File: src/rtl/set_assoc_cache_controller_unit_assert.svh
// assertion macros for the set-associative cache controller
// expects a clock named clk and an active-low reset named arst_n in scope
`ifndef SET_ASSOC_CACHE_CONTROLLER_UNIT_ASSERT_SVH
`define SET_ASSOC_CACHE_CONTROLLER_UNIT_ASSERT_SVH

// condition must never hold at a clock edge outside reset
`define SACC_ASSERT_NEVER(label, cond, msg) \
	label: assert property (@(posedge clk) disable iff (!arst_n) !(cond)) else $error(msg);

// antecedent implies consequent at the next clock edge
`define SACC_ASSERT_NEXT(label, ante, cons, msg) \
	label: assert property (@(posedge clk) disable iff (!arst_n) (ante) |=> (cons)) else $error(msg);

`endif

File: src/rtl/sacc_ram.sv
// generic simple dual-port ram, one write port and one registered read port
// no dependencies
module sacc_ram #(
	parameter int WIDTH = 8,
	parameter int DEPTH = 16
) (
	input  logic                                     clk,
	input  logic                                     we,
	input  logic [(DEPTH > 1 ? $clog2(DEPTH) : 1)-1:0] waddr,
	input  logic [WIDTH-1:0]                         wdata,
	input  logic [(DEPTH > 1 ? $clog2(DEPTH) : 1)-1:0] raddr,
	output logic [WIDTH-1:0]                         rdata
);

	logic [WIDTH-1:0] mem [DEPTH];

	always_ff @(posedge clk) begin
		if (we) begin
			mem[waddr] <= wdata;
		end
		rdata <= mem[raddr];
	end

endmodule

File: config.mk
export PLATFORM = sky130hd
export DESIGN_NAME = sacc_ram
export DESIGN_NICKNAME = d
export VERILOG_FILES = /design/src/rtl/set_assoc_cache_controller_unit_assert.svh /design/src/rtl/sacc_ram.sv
export SDC_FILE = /design/constraint.sdc
export NUM_CORES = 1
export LEC_CHECK = 0
export BUFFER_PORTS_ARGS = -buffer_cell sky130_fd_sc_hd__buf_4
export CORE_ASPECT_RATIO = 0.6
export CORE_MARGIN = 5
export CORE_UTILIZATION = 40
export CTS_CLUSTER_DIAMETER = 100
export DETAILED_ROUTE_END_ITERATION = 6
export SYNTH_ARGS = -nofsm -noshare
export SYNTH_HDL_FRONTEND = slang
export SYNTH_SLANG_ARGS = --single-unit
export TNS_END_PERCENT = 50
File: constraint.sdc
create_clock -name clk -period 5 [get_ports clk]
set_input_delay 0.5 -clock clk [delete_from_list [all_inputs] [get_ports clk]]
set_output_delay 0.5 -clock clk [all_outputs]
set_load 0.005 [all_outputs]
==> impl_metrics.tcl <==
set metrics [dict create \
    num_antenna_cells 0 \
    grt_pass1_wl_mm 15.5 \
    min_period_ns 2.01 \
    max_slew.worst_pin.slew_ns 1.16 \
    syn_inst 229 \
    fin_worst_hold_slack_ns 0.402 \
    final_cell_mix "edfxtp_1, buf_4, mux4_2, clkbuf_16, a22oi_1" \
    fin_tns_setup_ns 0 \
    wire_per_inst_um 22.8 \
    fin_cells 449 \
    gr-total-overflow 0 \
    place.gp.congestion 0.691 \
    maxCapViolCount 0 \
    critPathCaptureType "register" \
    seq_area_mm2 0.00400 \
    clock-root-buffer "clkbuf_16" \
    initial_utilization 0.404 \
    cts_tree "yes" \
    leakage_nw 2.03 \
    slew-limit-headroom 0.221 \
    dpl_worst_slack_ns 2.50 \
    finalSetupViolations 0 \
    path_clk_slew_ns 0.06 \
    synth_mux_area_frac 0.150 \
    yosysWarnings 0 \
    drtIter0Drc 223 \
    placed_area_mm2 0.00548 \
    r2r-end "rdata[0]" \
    grt_pass1_vias 2401 \
    drive_above_1_share 0.276 \
    fin_skew_ns 0.00782 \
    final_area_mm2 0.00609 \
    power_density_mw_per_mm2 439 \
    avgSynthCellArea_um2 22.5 \
    synth_cell_types 19 \
    synth-xor-area-share 0 \
    min_path_type "input pin to register" \
    postCtsResizedCells 0 \
    area_growth_pct 18.4 \
    grt_max_degree 33 \
    worstRegToRegCells 3 \
    reg2reg_slack_ns 3.54 \
    synthAdderAreaFrac 0 \
    worst_slack_ns 2.99 \
    ys_seq_elements 136 \
    yosysSeqAreaShare 0.778 \
    syn_area_mm2 0.00515 \
    coreArea_mm2 0.0127 \
    grt_usage 0.144 \
    cp-start-kind "input pin" \
    wl_mm 10.2 \
    synth_top_family_by_area "multiplexers" \
    synth_compound_area_frac 0.0233 \
    port_buffers 25 \
    postCtsHoldBufs 0 \
    reg2reg_from "mem[2][0]" \
    cts.sinks 136 \
    die_area_mm2 0.0153 \
    cp_data_required_time_ns 5.02 \
    hold_violations 0 \
    yosys.area_share.simple 0.0318 \
    fmax_mhz 497 \
    cts_setup_buffers 0 \
    rows 32 \
    status "complete, no violations" \
    vias 2358 \
    startpoint "waddr[2]" \
    crit_path_end "mem[0][1]" \
    cp_max_fo 8 \
    worstPathArrival_ns 2.03 \
    clk_latency_ns 0.41 \
    ios 26 \
    mostFrequentLayoutCell "edfxtp_1" \
    die_h_um 97.9 \
    cts_buffer_depth 2 \
    cts-htree-levels 4 \
    dp_cells 417 \
    grt_setup_unrepaired "false" \
    fp.dieW_um 156 \
    fin_crit_sh 0.403 \
    nFillCells 1037 \
    irDropWorstVdd_mv 0.259 \
    nets 284 \
    synthesis.nets 247 \
    min_from "wdata[3]" \
    multiInputGateArea_mm2 0.00106 \
    antenna_found_initial 0 \
    drv_slew 0 \
    dp_hpwl_mm 5.93 \
    routed_via_density 5.25 \
    crit_type "input pin to register" \
    drc 0 \
    firstDrtPassIters 4 \
    antenna_left 0 \
    cts_buffers 17 \
]
-- synthesized netlist by cell type --
master	number	area share
a22oi_1	16	0.023
and2_1	1	0.0012
and2b_1	1	0.0015
buf_2	3	0.0029
buf_4	1	0.0015
buf_6	3	0.0066
clkdlybuf4s25_2	3	0.0058
dfxtp_1	8	0.031
edfxtp_1	128	0.75
mux4_1	14	0.071
mux4_2	18	0.079
nand2_1	9	0.0066
nand2b_1	2	0.0024
nand3_1	1	0.00097
nand3b_1	2	0.0029
nor2_1	13	0.0095
nor2b_1	1	0.0012
nor3_1	4	0.0039
or3b_2	1	0.0017
-- flip-flops by register name (all words and copies together), names as in the netlist --
| register | count |
|---|---|
| rdata | 8 |
| mem | 128 |
-- worst min-delay path by stage --
stage                       to  cells past startpoint
floorplan            mem[0][0]                      0
global placement      rdata[3]                      3
detailed placement    rdata[3]                      3
CTS                 mem[12][3]                      1
finish              mem[12][3]                      1
global route        mem[12][3]                      1
-- cell families (layout without fill, tap and decap cells) --
family,count (synthesis),after routing
simple gates,35,35
flops,136,136
buf+inv,10,60
compound gates,16,16
mux,32,32
-- critical path, stage by stage --
cell,delay (ns)
buf_4,0.12
or3b_2,0.51
nor3_1,0.90
-- power by group --
group	switching (mW)	internal (mW)
registers	0.00656	1.27
clock network	0.447	0.828
logic	0.0666	0.0532
-- metal layers --
metal	GRT usage	wire, um	vias up
met5	0	0	-
met4	0.0460	80	0
met3	0.0403	685	8
met2	0.193	4520	65
met1	0.226	4950	1231
li1	-	-	1054
-- through the flow --
stage | power [mW] | util
3_5_place_dp | 1.43 | 0.431
6_report | 2.68 | 0.479
5_1_grt | 2.77 | 0.479
3_3_place_gp | 1.42 | 0.431
4_1_cts | 2.70 | 0.479
2_1_floorplan | 1.37 | -
-- cell type report --
cell class                 instances  area share
clock buffer                      18      0.0704
tap                              170      0.0349
multi-input combinational         83       0.173
sequential                       136       0.657
clock inverter                    14      0.0298
timing repair buffer              28      0.0345
(Power assumes the default switching activity.)
